**src/rtl/ddo_pkg.sv**
```systemverilog
// Package for differential drive odometry: widths, constants, CORDIC angle table.
// Used by every module of the block; no dependencies.
`timescale 1ns / 1ps
package ddo_pkg;
  localparam int unsigned CordicStepsDef = 24;
  localparam int unsigned AddrW = 4;
  localparam logic [AddrW-1:0] RegMpc  = 4'h0;
  localparam logic [AddrW-1:0] RegIwb  = 4'h4;
  localparam logic [AddrW-1:0] RegRate = 4'h8;
  localparam logic [23:0] MpcReset  = 24'd70002;
  localparam logic [30:0] IwbReset  = 31'd75915006;
  localparam logic [15:0] RateReset = 16'd250;
  localparam logic signed [31:0] PiQ28    = 32'sd843314857;
  localparam logic signed [31:0] TwoPiQ28 = 32'sd1686629713;
  localparam logic signed [63:0] PiQ30     = 64'sd3373259426;
  localparam logic signed [63:0] HalfPiQ30 = 64'sd1686629713;
  localparam logic signed [63:0] GainQ30   = 64'sd652032874;

  typedef enum logic [3:0] {
    StIdle, StMul1, StMul2, StMul3, StAtanInit, StAtanRun, StRotInit, StRotRun,
    StFinish, StOut
  } state_e;

  function automatic logic [31:0] atan_q30(input logic [4:0] i);
    logic [31:0] r;
    case (i)
      5'd0: r = 32'd843314856;  5'd1: r = 32'd497837829;  5'd2: r = 32'd263043836;
      5'd3: r = 32'd133525158;  5'd4: r = 32'd67021686;   5'd5: r = 32'd33543515;
      5'd6: r = 32'd16775850;   5'd7: r = 32'd8388437;    5'd8: r = 32'd4194282;
      5'd9: r = 32'd2097149;    5'd10: r = 32'd1048575;   5'd11: r = 32'd524287;
      5'd12: r = 32'd262143;    5'd13: r = 32'd131071;    5'd14: r = 32'd65535;
      5'd15: r = 32'd32767;     5'd16: r = 32'd16383;     5'd17: r = 32'd8191;
      5'd18: r = 32'd4095;      5'd19: r = 32'd2047;      5'd20: r = 32'd1023;
      5'd21: r = 32'd511;       5'd22: r = 32'd255;       5'd23: r = 32'd127;
      5'd24: r = 32'd63;        5'd25: r = 32'd31;        5'd26: r = 32'd15;
      5'd27: r = 32'd8;         5'd28: r = 32'd4;         5'd29: r = 32'd2;
      5'd30: r = 32'd1;         default: r = 32'd0;
    endcase
    return r;
  endfunction

  function automatic logic signed [63:0] sat32(input logic signed [63:0] v);
    if (v > 64'sd2147483647) return 64'sd2147483647;
    if (v < -64'sd2147483648) return -64'sd2147483648;
    return v;
  endfunction
endpackage

```
**src/rtl/ddo_regs.sv**
```systemverilog
// Configuration register file behind an APB-style write/read port.
// Depends on ddo_pkg for addresses and reset values.
`timescale 1ns / 1ps
module ddo_regs
  import ddo_pkg::*;
(
  input  logic             clk_i,
  input  logic             rst_ni,
  input  logic             psel,
  input  logic             penable,
  input  logic             pwrite,
  input  logic [AddrW-1:0] paddr,
  input  logic [31:0]      pwdata,
  output logic [31:0]      prdata,
  output logic             pready,
  output logic [23:0]      mpc_o,
  output logic [30:0]      iwb_o,
  output logic [15:0]      rate_o
);
  logic [23:0] mpc_q;
  logic [30:0] iwb_q;
  logic [15:0] rate_q;
  logic wr;

  assign pready = 1'b1;
  assign wr = psel && penable && pwrite;

  always_ff @(posedge clk_i or negedge rst_ni) begin
    if (!rst_ni) begin
      mpc_q <= MpcReset; iwb_q <= IwbReset; rate_q <= RateReset;
    end else if (wr) begin
      if (paddr == RegMpc)  mpc_q  <= pwdata[23:0];
      if (paddr == RegIwb)  iwb_q  <= pwdata[30:0];
      if (paddr == RegRate) rate_q <= pwdata[15:0];
    end
  end

  always_comb begin
    case (paddr)
      RegMpc:  prdata = {8'd0, mpc_q};
      RegIwb:  prdata = {1'b0, iwb_q};
      RegRate: prdata = {16'd0, rate_q};
      default: prdata = '0;
    endcase
  end

  assign mpc_o = mpc_q;
  assign iwb_o = iwb_q;
  assign rate_o = rate_q;
endmodule

```
**config.mk**
```make
export PLATFORM = sky130hd
export DESIGN_NAME = ddo_regs
export DESIGN_NICKNAME = d
export VERILOG_FILES = /design/src/rtl/ddo_pkg.sv /design/src/rtl/ddo_regs.sv
export SDC_FILE = /design/constraint.sdc
export NUM_CORES = 1
export LEC_CHECK = 0
export BUFFER_PORTS_ARGS = -buffer_cell sky130_fd_sc_hd__buf_2
export CORE_MARGIN = 5
export CORE_UTILIZATION = 47
export DETAILED_ROUTE_END_ITERATION = 7
export GPL_TIMING_DRIVEN = 0
export PLACE_DENSITY = 0.87
export SLEW_MARGIN = 20
export SYNTH_ARGS = -nofsm -noshare
export SYNTH_HDL_FRONTEND = slang
export SYNTH_SLANG_ARGS = --single-unit
```
**constraint.sdc**
```tcl
create_clock -name clk_i -period 2.1 [get_ports clk_i]
set_input_delay 0.525 -clock clk_i [delete_from_list [all_inputs] [get_ports clk_i]]
set_output_delay 0.525 -clock clk_i [all_outputs]
set_load 0.05 [all_outputs]
```
# Word level (Yosys, flattened, before mapping)
# Cells that the tools add are included.
[op_classes]
n_eq_ne = 2
reduce_logical = 6
mux = 1
[ops]
columns = ["cell", "n"]
rows = [
  ["$pmux W31 S3", 1],
  ["$reduce_and A2 Y1", 3],
  ["$eq A4 B3 Y1 const B", 1],
  ["$eq A4 B4 Y1 const B", 1],
  ["$logic_not A4 Y1", 1],
  ["$logic_and A1 B1 Y1", 2],
]
[totals]
regBits = 71
out_inout_bits = 104
input_bits = 41
elab_cells = 12

# Longest topological paths before layout
[logic_depth]
depth_word = 3
depth_mapped = 5
depth_no_buf = 3

# Worst setup path before layout
# Ideal clock, no wire load.
[synth_path]
kind = "input-to-output"
from = "input paddr[1]"
to = "output prdata[12]"
arrival_time_ns = 1.687
path_buffers = 1
required_ns = 1.575
slack_ns = -0.112
cell_stages = 4
path_cell_list = "nor4_4 clkbuf_1 a222oi_1 inv_1"
[synth_between]
elab_chain_cells = 2
word_cells_on_any_way = 4
cone_classes = "2 x eq/ne; 1 x mux; 1 x reduce/logical"
[synth_lines]
columns = ["element", "line", "rtl"]
rows = [
  ["start: declaration", "ddo_regs.sv:12", "input logic [AddrW-1:0] paddr,"],
  ["$eq A4 B4 Y1 (tied with other cells)", "ddo_regs.sv:39", "case (paddr)"],
  ["$pmux W31 S3 (*)", "ddo_regs.sv:39", ""],
  ["end: declaration", "ddo_regs.sv:14", "output logic [31:0] prdata,"],
]
# Mark *: on every way between the ends. The rest lies on a longest branch, timed or not.

# Worst setup path in the final report
[layout_path]
from = "input paddr[2]"
to = "output prdata[2]"
# Same word-level chain as after synthesis.

==> results.sh <==
export IMPL_cp_start_kind="input port"
export IMPL_status="finished with violations"
export IMPL_timing_final_hold_violations=0
export IMPL_drt_total_wl_um=9210
export IMPL_n_antenna_cell=0
export IMPL_synth_cell_types=17
export IMPL_ant_nets=0
export IMPL_max_vdd_ir_drop_mv=0.5099
export IMPL_swShare=0.3748
export IMPL_min_period_ns=2.151
export IMPL_io_pins=145
export IMPL_port_buffers=141
export IMPL_cts_sinks=71
export IMPL_std_cell_rows=30
export IMPL_cts_htree_levels=3
export IMPL_fillers=450
export IMPL_cts_root_buf="clkbuf_8"
export IMPL_syn_cell_area_um2=3167
export IMPL_violations="negative setup slack"
export IMPL_grt_antenna_before_repair=0
export IMPL_maxSlewViolCount=0
export IMPL_core_area_um2=6681
export IMPL_grt_use_met3=0.06317
export IMPL_min_path_type="in2async"
export IMPL_layout_common_cells="buf_2, mux2_1, dfrtp_1"
export IMPL_grt_util_met2=0.3698
export IMPL_area_growth_synth_to_final_pct=47.45
export IMPL_rsz0062_at_grt="yes"
export IMPL_clock_latency_ns=0.33
export IMPL_viasPerCell=5.433
export IMPL_p_per_area_nw_per_um2=904.9
export IMPL_fin_cells=460
export IMPL_cp_slowest_cell="a222oi_1"
export IMPL_seq_area_frac_synth=0.5725
export IMPL_synth_seq_cells=71
export IMPL_drv_cap=0
export IMPL_cpPeakStageDelay_ns=0.32
export IMPL_overflow=0
export IMPL_syn_instance_count=214
export IMPL_whs_ns=0.1398
export IMPL_p_sw_uw=1584
export IMPL_crit_path_frequent_cell="buf_8"
export IMPL_intPower_uw=2642
export IMPL_max_freq_ghz=0.4649
export IMPL_drc=0
export IMPL_place_hpwl_um=6102
export IMPL_drtIter0Drc=110
export IMPL_routed_via_count=2499
export IMPL_fin_crit_sh=1.024
export IMPL_layout_commonest_cell="buf_2"
export IMPL_initial_core_util=0.4740
export IMPL_layout_drive_gt1_share=0.6711
export IMPL_dieArea_um2=8480
export IMPL_dieHeight_um=92.09
export IMPL_p_seq_frac=0.413
export IMPL_cts_tree="yes"
export IMPL_cp_end_kind="output port"
export IMPL_cp_required_ns=1.57
export IMPL_path_buf_inv=5
export IMPL_avgSynthCellArea_um2=14.80
export IMPL_cp_max_fo=6
export IMPL_grt_pass1_vias=2738
export IMPL_drt_first_pass_iters=5
export IMPL_gp_congestion=0.7849
export IMPL_critical_path_top_delay_family="buffers and inverters"
export IMPL_comb_power_share=0.305
export IMPL_die_w_um=92.09
export IMPL_synth_fp_nets=255
export IMPL_cts_reportedPaths_clkPinSlew_ns=0.08
export IMPL_dp_cells=436
export IMPL_track_usage=0.2217
export IMPL_setup_worst_path_class="in2out"
export IMPL_nets=416
export IMPL_critPathArrivalTime_ns=1.63
export IMPL_final_setup_viol_count=12
export IMPL_skew_ns=0
export IMPL_clock_power_share=0.282
export IMPL_leakage_uw=0.002501
export IMPL_setup_ws_ns=-0.05091
export IMPL_routedWlPerCell_um=20.02
export IMPL_numCtsBuffers=9
export IMPL_cts_buffer_depth=2
export IMPL_top_usage_layer="met2"
export IMPL_use_met1=0.2671
export IMPL_worstPathCellList="buf_8 -> nor4b_4 -> buf_6 -> clkbuf_16 -> a222oi_1 -> inv_2 -> buf_8"
export IMPL_grt_max_degree=37
export IMPL_yosys_warnings=0
export IMPL_grt_first_pass_wirelength_um=14500
## final cells by class
| class | count | area (um^2) | share of cell area |
|---|---|---|---|
| repair buffers | 150 | 1052 | 0.2253 |
| clock inverters | 5 | 81.33 | 0.01742 |
| well taps | 80 | 100.1 | 0.02144 |
| inverters | 16 | 60.06 | 0.01286 |
| plain buffers | 17 | 202.7 | 0.04341 |
| multi-input cells | 110 | 1219 | 0.2610 |
| flip-flops and latches | 71 | 1813 | 0.3883 |
| clock buffers | 11 | 141.4 | 0.03028 |
## routing by layer
layer,part of all wire,wire [um]
met5,0,0
met4,0.011,99
met3,0.078,718
met2,0.52,4747
met1,0.40,3644
## power by group through the flow
stage | logic (uW) | clock network, uW | registers, uW
6_report | 1290 | 1190 | 1750
5_1_grt | 1340 | 1300 | 1780
4_1_cts | 1280 | 1230 | 1740
3_5_place_dp | 1240 | 0 | 1760
3_3_place_gp | 1210 | 0 | 1750
2_1_floorplan | 242 | 0 | 2400
## repair_timing
action,CTS,global route
buffers inserted,6,1
resized for setup,85,25
pin swaps,19,9
hold buffers,0,0
setup endpoints to repair,31,31
cloned,1,1
## state kept, by name (all words and copies together), names as in the netlist
name / count
iwb_o: 31
rate_o: 16
mpc_o: 24
## path summary, 6_finish.rpt
check / start / to / slack (ns) / depth (start not counted)
max: paddr[2] / prdata[2] / -0.05 / 7
min: rst_ni / iwb_o[16]$_DFFE_PN0P_ / 0.14 / 1
max reg2reg: iwb_o[27]$_DFFE_PN0P_ / iwb_o[27]$_DFFE_PN0P_ / 1.27 / 1
min reg2reg: rate_o[11]$_DFFE_PN0P_ / rate_o[11]$_DFFE_PN0P_ / 0.51 / 1
max in group asynchronous: rst_ni / iwb_o[1]$_DFFE_PN1P_ / 1.33 / 2
min in group clk_i: pwdata[24] / iwb_o[24]$_DFFE_PN0P_ / 0.41 / 2
## Yosys cell counts
master / n / area [um^2]
conb_1: 2 / 7.510
and2_1: 7 / 43.79
clkbuf_1: 6 / 22.52
and4_1: 3 / 26.28
buf_2: 1 / 5.000
dfstp_2: 29 / 762.0
mux2_2: 14 / 157.7
dfrtp_1: 42 / 1051
nor4b_4: 2 / 47.55
a22o_1: 8 / 70.07
buf_4: 7 / 52.55
buf_8: 1 / 15.01
mux2_1: 57 / 641.9
a222oi_1: 16 / 160.2
nor4_4: 1 / 21.27
inv_1: 16 / 60.06
buf_6: 2 / 22.52
## logic make-up after synthesis
group | Yosys count | synth area share
flip-flops | 71 | 0.5725
buffers and inverters | 33 | 0.05610
other | 2 | 0.002371
AO/OA/AOI/OAI | 24 | 0.07270
AND/OR/NAND/NOR | 13 | 0.04386
multiplexers | 71 | 0.2525
## stage by stage
step	total power [uW]	instance area [um^2]	TNS (ns)	utilization	setup WS, ns
6_report	4225	4669	-0.3316	0.6989	-0.05091
5_1_grt	4414	4669	-1.135	0.6989	-0.1661
3_5_place_dp	2996	4006	-25.35	0.5996	-0.7529
2_1_floorplan	2644	3178	0	-	0.006099
4_1_cts	4245	4569	-0.6941	0.6839	-0.07091
3_3_place_gp	2961	3984	-24.00	0.5963	-0.7486
No activity file was read; power rests on OpenSTA's default activity.
