File: config.mk
export PLATFORM = sky130hd
export DESIGN_NAME = ddo_cordic
export DESIGN_NICKNAME = d
export VERILOG_FILES = /design/src/rtl/ddo_pkg.sv /design/src/rtl/ddo_cordic.sv
export SDC_FILE = /design/constraint.sdc
export NUM_CORES = 2
export LEC_CHECK = 0
export BUFFER_PORTS_ARGS = -buffer_cell sky130_fd_sc_hd__buf_2
export CAP_MARGIN = 10
export CORE_ASPECT_RATIO = 1.25
export CORE_MARGIN = 2
export CORE_UTILIZATION = 50
export DETAILED_ROUTE_END_ITERATION = 8
export GPL_ROUTABILITY_DRIVEN = 0
export GPL_TIMING_DRIVEN = 1
export PLACE_DENSITY = 0.74
export SLEW_MARGIN = 10
export SYNTH_ARGS = -nofsm -noshare
export SYNTH_HDL_FRONTEND = slang
export SYNTH_SLANG_ARGS = --single-unit
File: constraint.sdc
create_clock -name clk_i -period 11.1 [get_ports clk_i]
set_input_delay 2.22 -clock clk_i [delete_from_list [all_inputs] [get_ports clk_i]]
set_output_delay 2.22 -clock clk_i [all_outputs]
set_load 0.02 [all_outputs]
File: src/rtl/ddo_pkg.sv
// Package for differential drive odometry: widths, constants, CORDIC angle table.
// Used by every module of the block; no dependencies.
`timescale 1ns / 1ps
package ddo_pkg;
  localparam int unsigned CordicStepsDef = 24;
  localparam int unsigned AddrW = 4;
  localparam logic [AddrW-1:0] RegMpc  = 4'h0;
  localparam logic [AddrW-1:0] RegIwb  = 4'h4;
  localparam logic [AddrW-1:0] RegRate = 4'h8;
  localparam logic [23:0] MpcReset  = 24'd70002;
  localparam logic [30:0] IwbReset  = 31'd75915006;
  localparam logic [15:0] RateReset = 16'd250;
  localparam logic signed [31:0] PiQ28    = 32'sd843314857;
  localparam logic signed [31:0] TwoPiQ28 = 32'sd1686629713;
  localparam logic signed [63:0] PiQ30     = 64'sd3373259426;
  localparam logic signed [63:0] HalfPiQ30 = 64'sd1686629713;
  localparam logic signed [63:0] GainQ30   = 64'sd652032874;

  typedef enum logic [3:0] {
    StIdle, StMul1, StMul2, StMul3, StAtanInit, StAtanRun, StRotInit, StRotRun,
    StFinish, StOut
  } state_e;

  function automatic logic [31:0] atan_q30(input logic [4:0] i);
    logic [31:0] r;
    case (i)
      5'd0: r = 32'd843314856;  5'd1: r = 32'd497837829;  5'd2: r = 32'd263043836;
      5'd3: r = 32'd133525158;  5'd4: r = 32'd67021686;   5'd5: r = 32'd33543515;
      5'd6: r = 32'd16775850;   5'd7: r = 32'd8388437;    5'd8: r = 32'd4194282;
      5'd9: r = 32'd2097149;    5'd10: r = 32'd1048575;   5'd11: r = 32'd524287;
      5'd12: r = 32'd262143;    5'd13: r = 32'd131071;    5'd14: r = 32'd65535;
      5'd15: r = 32'd32767;     5'd16: r = 32'd16383;     5'd17: r = 32'd8191;
      5'd18: r = 32'd4095;      5'd19: r = 32'd2047;      5'd20: r = 32'd1023;
      5'd21: r = 32'd511;       5'd22: r = 32'd255;       5'd23: r = 32'd127;
      5'd24: r = 32'd63;        5'd25: r = 32'd31;        5'd26: r = 32'd15;
      5'd27: r = 32'd8;         5'd28: r = 32'd4;         5'd29: r = 32'd2;
      5'd30: r = 32'd1;         default: r = 32'd0;
    endcase
    return r;
  endfunction

  function automatic logic signed [63:0] sat32(input logic signed [63:0] v);
    if (v > 64'sd2147483647) return 64'sd2147483647;
    if (v < -64'sd2147483648) return -64'sd2147483648;
    return v;
  endfunction
endpackage

File: src/rtl/ddo_cordic.sv
// Shared CORDIC micro-rotation unit: one iteration per cycle, vectoring or rotation.
// Depends on ddo_pkg for the arctangent table.
`timescale 1ns / 1ps
module ddo_cordic
  import ddo_pkg::*;
#(
  parameter int unsigned CordicSteps = CordicStepsDef
) (
  input  logic               clk_i,
  input  logic               rst_ni,
  input  logic               start_i,
  input  logic               vector_i,
  input  logic signed [63:0] x_i,
  input  logic signed [63:0] y_i,
  input  logic signed [63:0] z_i,
  output logic               done_o,
  output logic signed [63:0] x_o,
  output logic signed [63:0] y_o,
  output logic signed [63:0] z_o
);
  localparam int unsigned Steps = (CordicSteps < 32) ? CordicSteps : 32;
  localparam int unsigned IterW = $clog2(Steps + 1);

  logic [IterW-1:0] iter_q, iter_d;
  logic busy_q, busy_d, vec_q, vec_d;
  logic signed [63:0] x_q, x_d, y_q, y_d, z_q, z_d, xs, ys, a;
  logic [4:0] idx;
  logic up;

  assign idx = 5'(iter_q);

  always_comb begin
    xs = x_q >>> idx;
    ys = y_q >>> idx;
    a  = 64'(atan_q30(idx));
    up = vec_q ? (y_q >= 0) : (z_q < 0);
    busy_d = busy_q; vec_d = vec_q; iter_d = iter_q;
    x_d = x_q; y_d = y_q; z_d = z_q;
    if (start_i) begin
      busy_d = 1'b1; vec_d = vector_i; iter_d = '0;
      x_d = x_i; y_d = y_i; z_d = z_i;
    end else if (busy_q) begin
      if (up) begin
        x_d = x_q + ys; y_d = y_q - xs;
      end else begin
        x_d = x_q - ys; y_d = y_q + xs;
      end
      if (vec_q) z_d = (y_q >= 0) ? z_q + a : z_q - a;
      else       z_d = (z_q >= 0) ? z_q - a : z_q + a;
      iter_d = iter_q + 1'b1;
      if (iter_q == IterW'(Steps - 1)) busy_d = 1'b0;
    end
  end

  always_ff @(posedge clk_i or negedge rst_ni) begin
    if (!rst_ni) begin
      busy_q <= 1'b0; vec_q <= 1'b0; iter_q <= '0;
    end else begin
      busy_q <= busy_d; vec_q <= vec_d; iter_q <= iter_d;
    end
  end

  always_ff @(posedge clk_i) begin
    x_q <= x_d; y_q <= y_d; z_q <= z_d;
  end

  assign done_o = !busy_q && !start_i;
  assign x_o = x_q;
  assign y_o = y_q;
  assign z_o = z_q;
endmodule

# Word level (Yosys, flattened, before mapping)

Memories as Yosys holds them, arrays and structs flattened.
Cells that the tools add are included.

Bits in registers: 199
ROM bits: 960
Output and inout port bits: 193
Logic and storage cells: 41
Memories: 1

Add/subtract/negate cells: 7
Magnitude comparators: 3
Eq/ne operators: 1
Shift-type cells: 2
Mux-type cells: 17
Reductions and logical operators: 4

Memories:

| name             | words | width | rd ports | clocked after Yosys merged registers in | write ports | line          | RTL |
|---|---|---|---|---|---|---|---|
| (name not given) | 32    | 30    | 1        | 0                                       | 0           | ddo_pkg.sv:26 | `case (i)` |

Operator list:

| operator              | count |
|---|---|
| $mux W64              | 11 |
| $add A64 B64 Y64      | 2 |
| $ge A64 B1 Y1 const B | 2 |
| $sshr A64 B5 Y64      | 2 |
| $sub A64 B64 Y64      | 2 |
| $add A64 B33 Y64      | 1 |
| $lt A64 B1 Y1 const B | 1 |
| $sub A64 B33 Y64      | 1 |
| $mux W5               | 2 |
| $add A5 B1 Y5 const B | 1 |
| $eq A5 B5 Y1 const B  | 1 |
| $mux W1               | 4 |
| $logic_not A1 Y1      | 2 |
| $reduce_bool A2 Y1    | 1 |
| $logic_and A1 B1 Y1   | 1 |

# Longest topological paths before layout

An unclocked memory read counts as a cell.

Depth after elaboration: 6
Mapped depth: 32
Mapped depth without buffers: 25

# Least setup slack after synthesis

OpenSTA, ideal clock, no wires.

Path type: input port to output port
Start point: in start_i
End point: out done_o
Arrival: 6.009 ns
Setup slack: 2.871 ns
Cell stages on the path: 5
Cell sequence: clkbuf_1 buf_1 buf_1 or2_2 inv_1

Cells in the longest elaborated chain, start to end: 2

RTL lines:

| what                | line             | RTL |
|---|---|---|
| from (decl)         | ddo_cordic.sv:11 | `input logic start_i,` |
| $logic_not A1 Y1    | ddo_cordic.sv:67 | `assign done_o = !busy_q && !start_i;` |
| $logic_and A1 B1 Y1 | ddo_cordic.sv:67 |  |
| to (decl)           | ddo_cordic.sv:16 | `output logic done_o,` |

No other way between the ends.

# Worst setup path after layout

Start point: reg iter_q[2] (netlist: idx[2])
End point: reg y_q[61] (netlist: y_o[61]) (data pin)

Cells in the longest elaborated chain, start to end: 5

RTL lines:

| what                                                 | line                               | RTL |
|---|---|---|
| from (decl)                                          | ddo_cordic.sv:24                   | `logic [IterW-1:0] iter_q, iter_d;` |
| from (signal assigned)                               | ddo_cordic.sv:59                   | `busy_q <= busy_d; vec_q <= vec_d; iter_q <= iter_d;` |
| $sshr A64 B5 Y64 *                                   | ddo_cordic.sv:33                   | `xs = x_q >>> idx;` |
| $add A64 B64 Y64 or $sub A64 B64 Y64 (tied branches) | ddo_cordic.sv:46, ddo_cordic.sv:44 |  |
| $mux W64 *                                           | ddo_cordic.sv:43                   | `if (up) begin` |
| $mux W64 *                                           | ddo_cordic.sv:42                   | `end else if (busy_q) begin` |
| $mux W64 *                                           | ddo_cordic.sv:39                   | `if (start_i) begin` |
| via y_d[61]                                          | ddo_cordic.sv:26                   | `logic signed [63:0] x_q, x_d, y_q, y_d, z_q, z_d, xs, ys, a;` |
| to (signal assigned)                                 | ddo_cordic.sv:64                   | `x_q <= x_d; y_q <= y_d; z_q <= z_d;` |
| to (decl)                                            | ddo_cordic.sv:26                   |  |

The timed path passes the listed nets; every way through them passes the cells marked *. The select of a mux whose other input is x is not followed.
A chain may end at the register's enable or synchronous reset.

==> metrics.sh <==
ACHIEVABLE-FREQUENCY_MHz=118
FP.DIEH_UM=293
CLKTRANSATPATHREGS_NS=0.10
WIRELENGTH_UM=127000
TIMING.SLEW.HEADROOM_PCT=20.0
SETUP.WORST_PATH.END_CLASS='register'
CTS_TREE='done'
POST_SYNTHESIS_CELL_COUNT=4081
SYNTH_TOP_FLOP_CELL='edfxtp_1'
CRIT_SLOWEST_CELL='o41ai_1'
ASYNC_FLOP_SHARE_PCT=3.52
SYNTHDOMINANTCELLAREASHARE_PCT=17.3
NUMBER_OF_SETUP_BUFFERS_ADDED_AFTER_CTS=0
UTILIZATION_PCT=55.0
VIAS_IN_THE_FIRST_GLOBAL_ROUTE=32700
YOSYSWARNINGCOUNT=0
FINALCRITICALPERIOD_NS=8.51
CRIT_TYPE='reg2reg'
R2R_START='idx[2]'
SYNTHDISTINCTLIBCELLS=108
WORSTMARGINPINSLEW_NS=1.19
RSZ0062_AT_GRT='false'
DP_HPWL_UM=96600
START_UTIL_PCT=50.7
DOMINANT_CELL_BY_COUNT_IN_THE_SYNTHESIZED_NETLIST='nand2_1'
POST_ROUTE_CELLS_DRIVE_ABOVE_1_SHARE_PCT=18.4
CTS-ROOT-BUF='clkbuf_16'
POST-PLACE-CELLS=5101
SYNTH_SEQ_AREA_SHARE_PCT=17.8
SYNTHTOPCELLSBYCOUNT='466 x nand2_1, 354 x a21oi_1, 345 x o21ai_0, 314 x nor2_1, 208 x ha_1'
CTS_MADE_BUFFERS=17
REPORT.FINAL.HOLD_VIOL_COUNT=0
FINAL_CELLS=5133
PORT-BUFFER-COUNT=388
SHARE_OF_THE_CYCLE_NEEDED_BY_THE_CRITICAL_PATH_AFTER_ROUTING_PCT=76.6
FINAL.SETUP_SKEW_NS=0.0374
REGTOREGSETUPSLACK_NS=2.59
DRV_SLEW=0
TOTALNEGATIVESETUPSLACK_NS=0
STARTPOINT_OF_THE_WORST_HOLD_PATH='busy_q'
DESIGN.DIE.AREA_MM2=0.0688
SYNTH.CELL_AREA_MM2=0.0333
CTS_HOLD_REPAIR.BUFFERS=0
AVGROUTEDWIREPERCELL_UM=24.7
CRIT_CELLS=25
PIN_COUNT_OF_THE_BIGGEST_NET_ENTERING_GLOBAL_ROUTING=107
SETUP_VIOL=0
CLK_PATH_BUF_DEPTH=2
ROUTED-VIA-COUNT=34700
CORE-AREA_MM2=0.0658
ANTENNA_VIOLATIONS_BEFORE_REPAIR=5
DIE_W_UM=235
POST_SYNTH_MAIN_AREA_CONTRIBUTORS='edfxtp_1 17%, mux4_2 11%, ha_1 7.8%'
SYNTH.FF_LATCH_COUNT=199
MAXCAPVIOLATIONS=0
VIAS_PER_CELL=6.76
NET_COUNT_AFTER_SYNTHESIS=4489
GLOBAL_ROUTE_WIRE_LENGTH_BEFORE_REPAIR_UM=190000
CP_SLOWEST_STAGE_DELAY_NS=1.03
DRT_FIRST_PASS_ITERS=9
CP-STARTPOINT='idx[2]'
ANT_NETS=0
GRT-OVFL-TOTAL=0
COUNT_OF_ROUTING_VIOLATIONS_AFTER_THE_OPENING_DETAILED_ROUTE_ITERATION=4339
TIMING.CRITICAL_PATH.MAX_DELAY_FAMILY='compound AO/OA/AOI/OAI gates'
CLOCK_SINKS=199
SYNTHTOLAYOUTAREAGROWTH_PCT=8.55
WORSTSKEWPAIRLATENCY_NS=0.54
GRTUSAGETOTAL_PCT=35.5
POSTSYNTHAREAPERCELL_UM2=8.17
TIMING.CRITICAL_PATH.ARRIVAL_NS=8.76
MIN_DELAY_WORST_ENDPOINT='busy_q'
IO_PINS=389
DESIGN.FINAL.NETS=4672
RR_ENDPOINT='y_o[61]'
CTSHTREEMAXLEVEL=4
SYNTH_EDF_COUNT=192
WORST-R2R-CELL-COUNT=25
SYNTH_TOP_CELL_BY_AREA='edfxtp_1'
POSTCTSRESIZEDCELLS=0
REQUIRED_NS=11.35
HOLD_CLASS='reg2reg'
STD_CELL_ROWS=105
RESIDUAL_DRC=0
TIMING.CRITICAL_PATH.FANOUT_MAX=76
STARTPOINT_TYPE='register'
CRITPATHBUFINV=2
STATUS='completed'
HOLD_DEPTH=2
worst min-delay path: cells and delay by family (launching register included):
kind / cells / cell delay (ns)
flip-flops: 1 / 0.48
AO/OA/AOI/OAI: 1 / 0.11
AND/OR/NAND/NOR: 1 / 0.06
worst max-delay path by stage:
stage	to	slack (ns)
2_1_floorplan	done_o	2.87
3_3_place_gp	y_o[61]	2.99
3_5_place_dp	y_o[61]	2.86
4_1_cts	y_o[61]	2.79
5_1_grt	y_o[61]	2.05
6_report	y_o[61]	2.59
registers in the layout, summed over array words and instances (netlist names):
signal / cells
y_o: 64
z_o: 64
vec_q: 1
idx: 5
busy_q: 1
x_o: 64
layer usage:
layer | global-route usage, % | vias to the layer above | wire length [µm]
met5 | 0 | - | 57
met4 | 26.7 | 8 | 10800
met3 | 8.22 | 540 | 13000
met2 | 58.6 | 2275 | 59200
met1 | 39.8 | 16100 | 43700
li1 | - | 15800 | -
area by class of cell:
type | instances | area [µm²]
tap | 856 | 1070
multi-input combinational | 3488 | 25800
antenna | 2 | 5.00
inverter | 130 | 490
timing repair buffer | 428 | 2260
clock buffer | 18 | 429
clock inverter | 12 | 193
sequential | 199 | 5960
fill | 6183 | 29600
layout by cell type (no fill, tap or decap), types with 21 or more instances in the layout:
cell	count
a211oi_1	36
o21a_1	32
nor2b_1	32
nand4_1	37
xor2_1	101
mux2i_1	137
o31ai_1	28
nand2_1	466
o211ai_1	42
nand2b_1	40
a31oi_1	56
edfxtp_1	192
o21ai_0	345
mux2_2	90
buf_4	39
or3_1	27
nor3_1	53
a21o_1	93
ha_1	208
and3_1	52
nor2_1	313
o21bai_1	44
mux4_2	161
buf_2	387
o22ai_1	27
or2_2	21
a221oi_1	27
nor4_1	26
a21oi_1	354
nand3_1	107
inv_1	125
and2_1	44
xnor2_1	177
cells by family (layout without fill, tap and decap cells):
group,Yosys count,after routing,share of synthesized area (%)
fa+ha+maj,212,212,8.04
flops,199,199,17.8
buf+inv,394,588,4.96
compound gates,1305,1305,24.9
simple gates,1299,1299,18.7
other cells,0,2,0
xor+xnor,278,278,7.30
mux,394,394,18.3
stage by stage:
stage / hold WS [ns] / area, µm² / worst slack [ns]
floorplan: 0.548 / 33300 / 2.87
global placement: 0.657 / 35600 / 2.99
detailed placement: 0.660 / 35600 / 2.86
CTS: 0.676 / 36200 / 2.79
global route: 0.712 / 36200 / 2.05
finish: 0.680 / 36200 / 2.59
Power is left out: the tool's default activity adds up to more than one toggle a clock period on the data nets, which glitch-free logic cannot reach.
